[src/rtl/sha256_stream_hasher_core_assert.svh]
// Assertion macros for the SHA-256 stream hasher.
// Included by the top level; no other dependencies.
`ifndef SHA256_STREAM_HASHER_CORE_ASSERT_SVH
`define SHA256_STREAM_HASHER_CORE_ASSERT_SVH

// Same-cycle implication, disabled during reset.
`define SHA_ASSERT_IMPL(lbl, clk, rstn, ante, cons, msg) \
    lbl: assert property (@(posedge clk) disable iff (!rstn) (ante) |-> (cons)) \
        else $error(msg);

// Next-cycle implication, disabled during reset.
`define SHA_ASSERT_NEXT(lbl, clk, rstn, ante, cons, msg) \
    lbl: assert property (@(posedge clk) disable iff (!rstn) (ante) |=> (cons)) \
        else $error(msg);

`endif

[src/rtl/sha256_pkg.sv]
// Shared types and constants for the SHA-256 stream hasher.
// No dependencies; used by sha256_round and the top level.
`default_nettype none

package sha256_pkg;

    typedef logic [31:0] word_t;
    typedef word_t [7:0] vars_t;   // index 0 = a ... index 7 = h
    typedef word_t [0:15] sched_t; // index 0 = oldest word, MSBs of the block

    localparam vars_t H_INIT = {
        32'h5be0cd19, 32'h1f83d9ab, 32'h9b05688c, 32'h510e527f,
        32'ha54ff53a, 32'h3c6ef372, 32'hbb67ae85, 32'h6a09e667
    };

    localparam logic [7:0] PAD_MARKER = 8'h80;
    localparam logic [5:0] LEN_POS    = 6'd56;

    function automatic word_t round_k(input logic [5:0] t);
        word_t k;
        case (t)
            6'd0:  k = 32'h428a2f98;  6'd1:  k = 32'h71374491;
            6'd2:  k = 32'hb5c0fbcf;  6'd3:  k = 32'he9b5dba5;
            6'd4:  k = 32'h3956c25b;  6'd5:  k = 32'h59f111f1;
            6'd6:  k = 32'h923f82a4;  6'd7:  k = 32'hab1c5ed5;
            6'd8:  k = 32'hd807aa98;  6'd9:  k = 32'h12835b01;
            6'd10: k = 32'h243185be;  6'd11: k = 32'h550c7dc3;
            6'd12: k = 32'h72be5d74;  6'd13: k = 32'h80deb1fe;
            6'd14: k = 32'h9bdc06a7;  6'd15: k = 32'hc19bf174;
            6'd16: k = 32'he49b69c1;  6'd17: k = 32'hefbe4786;
            6'd18: k = 32'h0fc19dc6;  6'd19: k = 32'h240ca1cc;
            6'd20: k = 32'h2de92c6f;  6'd21: k = 32'h4a7484aa;
            6'd22: k = 32'h5cb0a9dc;  6'd23: k = 32'h76f988da;
            6'd24: k = 32'h983e5152;  6'd25: k = 32'ha831c66d;
            6'd26: k = 32'hb00327c8;  6'd27: k = 32'hbf597fc7;
            6'd28: k = 32'hc6e00bf3;  6'd29: k = 32'hd5a79147;
            6'd30: k = 32'h06ca6351;  6'd31: k = 32'h14292967;
            6'd32: k = 32'h27b70a85;  6'd33: k = 32'h2e1b2138;
            6'd34: k = 32'h4d2c6dfc;  6'd35: k = 32'h53380d13;
            6'd36: k = 32'h650a7354;  6'd37: k = 32'h766a0abb;
            6'd38: k = 32'h81c2c92e;  6'd39: k = 32'h92722c85;
            6'd40: k = 32'ha2bfe8a1;  6'd41: k = 32'ha81a664b;
            6'd42: k = 32'hc24b8b70;  6'd43: k = 32'hc76c51a3;
            6'd44: k = 32'hd192e819;  6'd45: k = 32'hd6990624;
            6'd46: k = 32'hf40e3585;  6'd47: k = 32'h106aa070;
            6'd48: k = 32'h19a4c116;  6'd49: k = 32'h1e376c08;
            6'd50: k = 32'h2748774c;  6'd51: k = 32'h34b0bcb5;
            6'd52: k = 32'h391c0cb3;  6'd53: k = 32'h4ed8aa4a;
            6'd54: k = 32'h5b9cca4f;  6'd55: k = 32'h682e6ff3;
            6'd56: k = 32'h748f82ee;  6'd57: k = 32'h78a5636f;
            6'd58: k = 32'h84c87814;  6'd59: k = 32'h8cc70208;
            6'd60: k = 32'h90befffa;  6'd61: k = 32'ha4506ceb;
            6'd62: k = 32'hbef9a3f7;  6'd63: k = 32'hc67178f2;
            default: k = 32'h0;
        endcase
        return k;
    endfunction

endpackage

`default_nettype wire

[src/rtl/sha256_stream_hasher_core.sv]
// Top level of the SHA-256 stream hasher: handshakes, byte packing, padding
// and round sequencer. Depends on sha256_pkg, sha256_round and the assert header.
//
//  channel | dir | tdata (low bit up)                      | tuser        | tlast
//  --------+-----+-----------------------------------------+--------------+------------
//  s_      | in  | [7:0] message_byte                      | byte_present | message_end
//  m_      | out | [31:0] digest_word, [34:32] word_index  | -            | last_word
//
// Flow: data transactions are taken while idle; the 64th byte of a block starts 64
// rounds on the single round unit, then a fold of the result into the hash.
// An end transaction then pushes one pad byte per cycle up to the block end
// (up to 64, or 72 with an extra block), each full block again going through the
// rounds and the fold, then eight digest transactions at the output's pace.
// Reset: aresetn, synchronous, active low; returns to the initial hash values.
// Stalls: s_tready is low outside the idle state; m_tready only gates digest words.
`default_nettype none
`include "sha256_stream_hasher_core_assert.svh"

module sha256_stream_hasher_core import sha256_pkg::*; (
    input  logic        aclk,
    input  logic        aresetn,
    // input stream
    input  logic        s_tvalid,
    output logic        s_tready,
    input  logic [7:0]  s_tdata,   // [7:0] message_byte
    input  logic        s_tuser,   // byte_present
    input  logic        s_tlast,   // message_end
    // digest stream
    output logic        m_tvalid,
    input  logic        m_tready,
    output logic [39:0] m_tdata,   // [31:0] digest_word, [34:32] word_index, rest zero
    output logic        m_tlast    // last_word
);

    typedef enum logic [4:0] {
        S_IDLE = 5'b00001,  // taking message bytes
        S_PAD  = 5'b00010,  // pushing marker, zero fill and length
        S_COMP = 5'b00100,  // 64 rounds
        S_FOLD = 5'b01000,  // add working vars into hash
        S_OUT  = 5'b10000   // emitting digest words
    } state_t;

    state_t      state_reg, state_next;
    vars_t       hash_reg, hash_next;
    vars_t       vars_reg, vars_next;
    sched_t      sched_reg, sched_next;    // doubles as the block buffer
    logic [5:0]  cnt_reg, cnt_next;        // bytes in current block
    logic [5:0]  rnd_reg, rnd_next;
    logic [60:0] len_reg, len_next;        // message length in bytes
    logic        end_pend_reg, end_pend_next;
    logic        pad_reg, pad_next;
    logic        marker_reg, marker_next;  // 0x80 still to push
    logic        len_ok_reg, len_ok_next;  // this block carries the length
    logic [2:0]  idx_reg, idx_next;

    vars_t       vars_rnd;
    word_t       w_new;
    logic        push_en;
    logic [7:0]  push_byte;
    logic [7:0]  len_byte;
    logic [63:0] len_bits;
    logic [519:0] shift_wide;

    sha256_round u_round (
        .rnd      (rnd_reg),
        .vars_in  (vars_reg),
        .sched_in (sched_reg),
        .vars_out (vars_rnd),
        .w_new    (w_new)
    );

    // big-endian length byte for block position 56 + cnt[2:0]
    assign len_bits = {len_reg, 3'b000};
    assign len_byte = len_bits[{~cnt_reg[2:0], 3'b000} +: 8];

    assign s_tready = (state_reg == S_IDLE);
    assign m_tvalid = (state_reg == S_OUT);
    assign m_tdata  = {5'b00000, idx_reg, hash_reg[0]};
    assign m_tlast  = (idx_reg == 3'd7);

    always_comb begin
        state_next    = state_reg;
        hash_next     = hash_reg;
        vars_next     = vars_reg;
        sched_next    = sched_reg;
        cnt_next      = cnt_reg;
        rnd_next      = rnd_reg;
        len_next      = len_reg;
        end_pend_next = end_pend_reg;
        pad_next      = pad_reg;
        marker_next   = marker_reg;
        len_ok_next   = len_ok_reg;
        idx_next      = idx_reg;
        push_en       = 1'b0;
        push_byte     = 8'h00;

        case (state_reg)
            S_IDLE: begin
                if (s_tvalid) begin
                    if (s_tuser) begin
                        push_en   = 1'b1;
                        push_byte = s_tdata;
                        len_next  = len_reg + 61'd1;
                    end
                    if (s_tuser && cnt_reg == 6'd63) begin
                        state_next    = S_COMP;
                        end_pend_next = s_tlast;
                    end else if (s_tlast) begin
                        state_next  = S_PAD;
                        pad_next    = 1'b1;
                        marker_next = 1'b1;
                    end
                end
            end
            S_PAD: begin
                push_en = 1'b1;
                if (marker_reg) begin
                    push_byte   = PAD_MARKER;
                    marker_next = 1'b0;
                    len_ok_next = (cnt_reg < LEN_POS);
                end else if (len_ok_reg && cnt_reg >= LEN_POS) begin
                    push_byte = len_byte;
                end
                if (cnt_reg == 6'd63) begin
                    state_next = S_COMP;
                end
            end
            S_COMP: begin
                vars_next  = vars_rnd;
                sched_next = {sched_reg[1:15], w_new};
                rnd_next   = rnd_reg + 6'd1;
                if (rnd_reg == 6'd63) begin
                    state_next = S_FOLD;
                end
            end
            S_FOLD: begin
                for (int i = 0; i < 8; i++) begin
                    hash_next[i] = hash_reg[i] + vars_reg[i];
                end
                if (pad_reg) begin
                    if (len_ok_reg) begin
                        state_next = S_OUT;
                        idx_next   = 3'd0;
                    end else begin
                        // marker landed past the length field: one more block
                        len_ok_next = 1'b1;
                        state_next  = S_PAD;
                    end
                end else if (end_pend_reg) begin
                    end_pend_next = 1'b0;
                    pad_next      = 1'b1;
                    marker_next   = 1'b1;
                    state_next    = S_PAD;
                end else begin
                    state_next = S_IDLE;
                end
            end
            S_OUT: begin
                if (m_tready) begin
                    hash_next = {hash_reg[0], hash_reg[7:1]};
                    idx_next  = idx_reg + 3'd1;
                    if (idx_reg == 3'd7) begin
                        hash_next   = H_INIT;
                        len_next    = '0;
                        pad_next    = 1'b0;
                        len_ok_next = 1'b0;
                        state_next  = S_IDLE;
                    end
                end
            end
            default: begin
                state_next = S_IDLE;
            end
        endcase

        // byte push: block buffer shifts left one byte, new byte at the bottom
        shift_wide = {sched_reg, push_byte};
        if (push_en) begin
            sched_next = shift_wide[511:0];
            cnt_next   = cnt_reg + 6'd1;
            if (cnt_reg == 6'd63) begin
                vars_next = hash_reg;
                rnd_next  = 6'd0;
            end
        end
    end

    always_ff @(posedge aclk) begin
        if (!aresetn) begin
            state_reg    <= S_IDLE;
            hash_reg     <= H_INIT;
            cnt_reg      <= '0;
            rnd_reg      <= '0;
            len_reg      <= '0;
            end_pend_reg <= 1'b0;
            pad_reg      <= 1'b0;
            marker_reg   <= 1'b0;
            len_ok_reg   <= 1'b0;
            idx_reg      <= '0;
        end else begin
            state_reg    <= state_next;
            hash_reg     <= hash_next;
            cnt_reg      <= cnt_next;
            rnd_reg      <= rnd_next;
            len_reg      <= len_next;
            end_pend_reg <= end_pend_next;
            pad_reg      <= pad_next;
            marker_reg   <= marker_next;
            len_ok_reg   <= len_ok_next;
            idx_reg      <= idx_next;
        end
    end

    always_ff @(posedge aclk) begin
        vars_reg  <= vars_next;
        sched_reg <= sched_next;
    end

    // digest words only go out once the final block is done and the buffer is empty
    `SHA_ASSERT_IMPL(a_out_empty_block, aclk, aresetn, m_tvalid, cnt_reg == 6'd0 && !s_tready, "digest with bytes pending")
    // rounds always start from round zero
    `SHA_ASSERT_IMPL(a_comp_start, aclk, aresetn, state_reg == S_COMP && $past(state_reg) != S_COMP, rnd_reg == 6'd0, "round count not zero at block start")
    // after the last digest word the block is ready for the next message
    `SHA_ASSERT_NEXT(a_ready_after_last, aclk, aresetn, m_tvalid && m_tready && m_tlast, s_tready && len_reg == 61'd0, "not idle after digest")

endmodule

`default_nettype wire

[src/rtl/sha256_round.sv]
// One SHA-256 round plus the matching message schedule step.
// Depends on sha256_pkg.
`default_nettype none

module sha256_round import sha256_pkg::*; (
    input  logic [5:0] rnd,
    input  vars_t      vars_in,
    input  sched_t     sched_in,
    output vars_t      vars_out,
    output word_t      w_new
);

    function automatic word_t ror(input word_t x, input int n);
        return (x >> n) | (x << (32 - n));
    endfunction

    word_t a, b, c, d, e, f, g, h;
    word_t big_s0, big_s1, ch, maj, t1, t2;
    word_t sig0, sig1;

    always_comb begin
        a = vars_in[0]; b = vars_in[1]; c = vars_in[2]; d = vars_in[3];
        e = vars_in[4]; f = vars_in[5]; g = vars_in[6]; h = vars_in[7];

        big_s1 = ror(e, 6) ^ ror(e, 11) ^ ror(e, 25);
        big_s0 = ror(a, 2) ^ ror(a, 13) ^ ror(a, 22);
        ch     = (e & f) ^ (~e & g);
        maj    = (a & b) ^ (a & c) ^ (b & c);
        t1     = h + big_s1 + ch + round_k(rnd) + sched_in[0];
        t2     = big_s0 + maj;

        vars_out[0] = t1 + t2;
        vars_out[1] = a;
        vars_out[2] = b;
        vars_out[3] = c;
        vars_out[4] = d + t1;
        vars_out[5] = e;
        vars_out[6] = f;
        vars_out[7] = g;

        // W[t+16] from the window W[t..t+15]
        sig1  = ror(sched_in[14], 17) ^ ror(sched_in[14], 19) ^ (sched_in[14] >> 10);
        sig0  = ror(sched_in[1], 7) ^ ror(sched_in[1], 18) ^ (sched_in[1] >> 3);
        w_new = sig1 + sched_in[9] + sig0 + sched_in[0];
    end

endmodule

`default_nettype wire
[config.mk]
export PLATFORM = sky130hd
export DESIGN_NAME = sha256_stream_hasher_core
export DESIGN_NICKNAME = d
export VERILOG_FILES = /design/src/rtl/sha256_pkg.sv /design/src/rtl/sha256_stream_hasher_core.sv /design/src/rtl/sha256_round.sv
export VERILOG_INCLUDE_DIRS = /design/src /design/src/rtl
export SDC_FILE = /design/constraint.sdc
export NUM_CORES = 2
export LEC_CHECK = 0
export ABC_AREA = 1
export ABC_CLOCK_PERIOD_IN_PS = 14400
export BUFFER_PORTS_ARGS = -buffer_cell sky130_fd_sc_hd__buf_4
export CAP_MARGIN = 25
export CORE_ASPECT_RATIO = 1.2
export CORE_MARGIN = 4
export CORE_UTILIZATION = 55
export CTS_CLUSTER_SIZE = 40
export DETAILED_ROUTE_END_ITERATION = 8
export MAX_ROUTING_LAYER = met4
export PLACE_DENSITY = 0.73
export SYNTH_ARGS = -nofsm -noshare
export SYNTH_HDL_FRONTEND = slang
export SYNTH_SLANG_ARGS = --single-unit
[constraint.sdc]
create_clock -name aclk -period 14.4 [get_ports aclk]
set_input_delay 1.44 -clock aclk [delete_from_list [all_inputs] [get_ports aclk]]
set_output_delay 1.44 -clock aclk [all_outputs]
set_load 0.03 [all_outputs]
== Word level (Yosys, flattened, before mapping) ==
Memories as Yosys holds them, arrays and structs flattened. A register that Yosys moved wholly into a read port is not among the register bits.
Index checks and enable logic that the tools add are counted.
Operators by class
  add/subtract/negate cells: 22
  $lt $le $gt $ge: 2
  equality and inequality tests: 23
  shift-type cells: 1
  mux-type cells: 58
  bitwise logic cells: 28
  reduce and logical (&&, ||, !) cells: 17
Operators with widths (count)
  $mux W256: 5
  $mux W512: 2
  $add A32 B32 Y32: 18
  $pmux W256 S2: 1
  $xor A32 B32 Y32: 9
  $mux W61: 4
  $and A32 B32 Y32: 5
  $pmux W61 S2: 1
  $shiftx A64 B7 Y8: 1
  $add A61 B1 Y61 const B: 1
  $mux W5: 9
  $mux W8: 4
  $not A32 Y32: 1
  $or A10 B32 Y32: 1
  $or A13 B32 Y32: 1
  $or A14 B32 Y32: 1
  $or A15 B32 Y32: 1
  $or A19 B32 Y32: 1
  $or A21 B32 Y32: 1
  $or A25 B32 Y32: 1
  $or A26 B32 Y32: 1
  $or A30 B32 Y32: 1
  $or A7 B32 Y32: 1
  $xor A32 B22 Y32: 1
  other kinds (32): 79
Word-level totals
  register bits: 1109
  ROM bits: 2048
  output and inout port bits: 43
  logic and storage cells: 193
  memories kept: 1
Memory list
  (no name shown): depth 64, width 32, rd ports 1, clocked after memory_dff 1, wr ports 0, RTL line sha256_pkg.sv:21  | case (t)

== Longest topological paths before layout ==
  depth in word-level cells: 11
  gate-level depth with buffers: 35
  mapped depth without buffers: 34

== Modules after synthesis ==
Synthesis repeated with hierarchy kept, for this count alone.
Unflattened totals
  cells, all modules: 12791
  area, all modules: 86073.8 um^2
Modules (own cells, without submodules)
  sha256_stream_hasher_core: times used 1, cells an instance 10037, area each 67308.3 um^2
  sha256_round: times used 1, cells an instance 2754, area each 18765.5 um^2

== Worst setup path after synthesis ==
Ideal clock, no wire load.
  kind: input -> register
  start: input s_tuser
  end: register sched_reg[0] (netlist name), enable pin
  arrival: 10.708 ns
  data required time: 10.767 ns
  setup slack: 0.058 ns
  stages on the path: 8
  path buffers: 2
  path through: inv_1 -> nor2_2 -> nand2_2 -> nand2_4 -> inv_2 -> clkbuf_1 -> clkbuf_1 -> nand2_1
On the way
  word-level cells in the longest chain between the ends: 4
Ends and longest elaborated chain
  start: declaration: RTL line sha256_stream_hasher_core.sv:26  | input logic s_tuser,
  $mux W1: RTL line sha256_stream_hasher_core.sv:100  | if (s_tuser) begin
  $mux W1: RTL line sha256_stream_hasher_core.sv:99  | if (s_tvalid) begin
  $pmux W1 S2: RTL line sha256_stream_hasher_core.sv:97  | case (state_reg)
  $reduce_bool A2 Y1 (no line)
  end signal: assignment: RTL line sha256_stream_hasher_core.sv:216  | sched_reg <= sched_next;
  end: declaration: RTL line sha256_stream_hasher_core.sv:46  | sched_t sched_reg, sched_next;
No other way between the ends.
A chain may end at the register's enable or synchronous reset.

==> metrics.md <==
| Metric | Value |
|---|---|
| Vias in the first global route | `79832` |
| Die H | `431 µm` |
| Sequential fraction of the synthesis area | `34.2%` |
| Compound-gate portion of the synthesized area | `15.9%` |
| Main combinational cell family by area after synthesis | `simple AND/OR/NAND/NOR gates` |
| Status | `complete, but fails checks` |
| CTS Sinks | `1141` |
| Worst slew pin tran | `1.21 ns` |
| Row count | `154` |
| RSZ-0062 raised after global routing | `false` |
| CP arrival | `7.70 ns` |
| Routed length on met1 | `122000 µm` |
| Fin crit share | `48.9%` |
| Post-Route WL | `357000 µm` |
| EDFF count, synth | `512` |
| Setup ws final | `7.36 ns` |
| Asr flop ratio synth | `0%` |
| Synth cell types | `64` |
| Clock skew | `0.109 ns` |
| CTS tree | `built` |
| # setup viols final | `0` |
| Crit path launch type | `flip-flop` |
| Slew margin rel. | `19.1%` |
| Area delta synth->final | `6.69%` |
| CP endpoint kind | `flip-flop` |
| Most used DFF post-synth | `dfxtp_1` |
| Antenna Violating Nets Remaining | `0` |
| Post-CTS Hold Buffers | `0` |
| Root cell of the clock tree | `clkbuf_16` |
| Post-route minimum period | `7.04 ns` |
| Multiplexer area fraction after synthesis | `0.262%` |
| Slew Viols, Final | `0` |
| Port bufs | `51` |
| Largest register FFs | `512` |
| Post-Layout Cell Count | `13228` |
| Hpwl dp | `262000 µm` |
| Final net count | `11761` |
| Fillers | `13247` |
| Seq cells post-synth | `1141` |
| Die area | `155000 µm²` |
| Initial DRT Pass Iterations | `9` |
| Starting Density | `55.5%` |
| Clock Pin Slew Worst Setup and Hold Paths | `0.07 ns` |
| Worst setup path category | `flip-flop to flip-flop` |
| Critical Path Fanout Max | `8` |
| Clock latency on the worst-skew pair | `0.83 ns` |
| Cell Area, Synth | `81800 µm²` |
| Yosys warns | `0` |
| Synth Area per Inst | `7.14 µm²` |
| CTS H-Tree Depth | `3` |
| Die width | `360 µm` |
| Top sig layer | `met4` |
| Vias per inst | `6.35` |
| Failing checks | `DRC` |
| Cts bufs inserted | `121` |
| Area of the core | `147000 µm²` |
| Mapped Cells | `11455` |
| Required @ worst endpoint | `15.06 ns` |
| Setup TNS | `0 ns` |
| Register-to-Register Setup Slack | `7.36 ns` |
| DRC viols | `1` |
| I/O pin total | `57` |
| PostCTS Resize Cnt | `0` |
| Min-Delay Path Class | `flip-flop to flip-flop` |
| Post-Synth Adder-Cell Area | `10.8%` |
| Overall Global Routing Usage | `45.6%` |
| Wire per inst | `27.0 µm` |
| Final hold vios | `0` |
| Initial antenna violation count | `8` |
| First-pass GRT wire length | `519000 µm` |
| FMAX | `0.142 GHz` |
| Clock Path Buffers | `3` |
| Post-synthesis simple-gate area fraction | `26.1%` |
| Routed met3 length | `35200 µm` |
| Met2 wire len | `161000 µm` |
| Max-Cap Viols | `0` |
| Share of cells above drive strength 1 | `3.97%` |
| DR iter-0 viols | `11671` |
| Global route overflow | `0` |
| Pin count of the biggest net entering global routing | `266` |
| Final GP Congestion | `1.08` |
| Post-CTS setup buffers | `0` |
| Post-synthesis xor/xnor area fraction | `4.27%` |
| Placed cells | `12981` |
| Routed vias | `83945` |
| Setup WS pre-CTS | `7.76 ns` |
final timing paths:
path / end / from / depth (start not counted)
max: vars_reg[31]$_DFF_P_ / vars_reg[154]$_DFF_P_ / 23
min reg2reg: len_reg[24]$_SDFFE_PN0P_ / len_reg[24]$_SDFFE_PN0P_ / 2
min: len_reg[24]$_SDFFE_PN0P_ / len_reg[24]$_SDFFE_PN0P_ / 2
max reg2reg: vars_reg[31]$_DFF_P_ / vars_reg[154]$_DFF_P_ / 23
routing by layer:
metal	vias up	GRT usage, %
li1	37323	-
met1	38972	50.4
met2	5909	71.7
met3	1741	8.60
met4	0	38.1
met5	-	-
placed cells by master (no fill, tap or decap), drive strengths merged, types with 27 or more instances in the layout:
| cell | netlist | layout |
|---|---|---|
| a21boi | 37 | 37 |
| a21o | 50 | 50 |
| a21oi | 823 | 823 |
| a31oi | 248 | 248 |
| buf | 128 | 127 |
| clkbuf | 426 | 142 |
| clkinv | 1 | 54 |
| dfxtp | 629 | 629 |
| edfxtp | 512 | 512 |
| fa | 195 | 195 |
| ha | 395 | 395 |
| inv | 1222 | 1237 |
| nand2 | 3324 | 3324 |
| nand3 | 712 | 712 |
| nand3b | 27 | 27 |
| nand4 | 131 | 131 |
| nor2 | 809 | 809 |
| nor3 | 101 | 101 |
| nor4 | 27 | 27 |
| o211ai | 68 | 68 |
| o21a | 37 | 37 |
| o21ai | 867 | 867 |
| o21bai | 100 | 100 |
| o221ai | 63 | 63 |
| or2 | 49 | 49 |
| xnor2 | 173 | 173 |
| xor2 | 224 | 224 |
final cells by class:
type | instances | area [µm²] | share of cell area, %
Antenna cell | 12 | 30.0 | 0.0344
Clock buffer | 140 | 3170 | 3.63
Clock inverter | 92 | 987 | 1.13
Inverter | 1223 | 4620 | 5.29
Multi-Input combinational cell | 8541 | 47000 | 53.9
Sequential cell | 1141 | 28000 | 32.0
Tap cell | 1950 | 2440 | 2.80
Timing Repair Buffer | 129 | 1050 | 1.20
worst max-delay path: stages, from the launching register on:
cell	delay, ns
dfxtp_1	0.93
o21ai_0	0.53
fa_1	0.67
inv_1	0.09
fa_1	0.49
inv_1	0.04
ha_1	0.39
nand2_1	0.14
nor4_1	0.45
nand4_1	0.22
nand3_1	0.13
xor2_1	0.73
fa_1	0.58
ha_1	0.37
inv_1	0.10
nor3_1	0.28
nand2_1	0.09
inv_1	0.08
nand3_1	0.07
nand3_1	0.14
inv_1	0.05
nand2_1	0.05
nand3_1	0.06
a21oi_1	0.17
cell usage after synthesis, types with 4 or more instances:
master / number / area, µm²
or2_2: 48 / 300
and3_1: 12 / 75.1
ha_1: 395 / 4940
fa_1: 195 / 3900
dfxtp_1: 629 / 12600
nor2_1: 801 / 3010
nor4_1: 26 / 163
o211ai_1: 68 / 510
o221ai_1: 63 / 552
a21o_1: 50 / 375
o21bai_1: 100 / 751
a21boi_0: 36 / 270
nand3_1: 708 / 3540
buf_1: 30 / 113
a221oi_1: 4 / 35.0
a31o_2: 4 / 35.0
a211oi_1: 14 / 105
mux2_2: 19 / 214
a31oi_1: 248 / 1550
nor3b_1: 4 / 30.0
inv_2: 11 / 41.3
o21ai_0: 858 / 4290
o21a_1: 37 / 278
clkbuf_1: 426 / 1600
xor2_1: 223 / 1950
nand2_1: 3320 / 12500
xnor2_1: 173 / 1520
nand3b_1: 27 / 203
a21oi_1: 822 / 4110
nor3_1: 100 / 500
edfxtp_1: 512 / 15400
buf_4: 41 / 308
nand4_1: 129 / 807
nor2_2: 6 / 37.5
buf_2: 57 / 285
inv_1: 1211 / 4550
o21ai_1: 8 / 40.0
stage by stage:
stage               util [%]  hold slack (ns)  area [µm²]
floorplan                  -            0.452       81800
global placement        56.4            0.467       83100
detailed placement      56.4            0.473       83100
CTS                     59.2            0.486       87200
global route            59.2            0.508       87300
finish                  59.2            0.480       87300
cell families after synthesis:
group | Yosys count
flip-flops | 1141
buffers and inverters | 1777
adder cells (fa/ha/maj) | 593
XOR/XNOR | 397
other | 1
AO/OA/AOI/OAI | 2328
AND/OR/NAND/NOR | 5199
multiplexers | 19
Power is left out: the tool's default activity adds up to more than one toggle a clock period on the data nets, which glitch-free logic cannot reach.
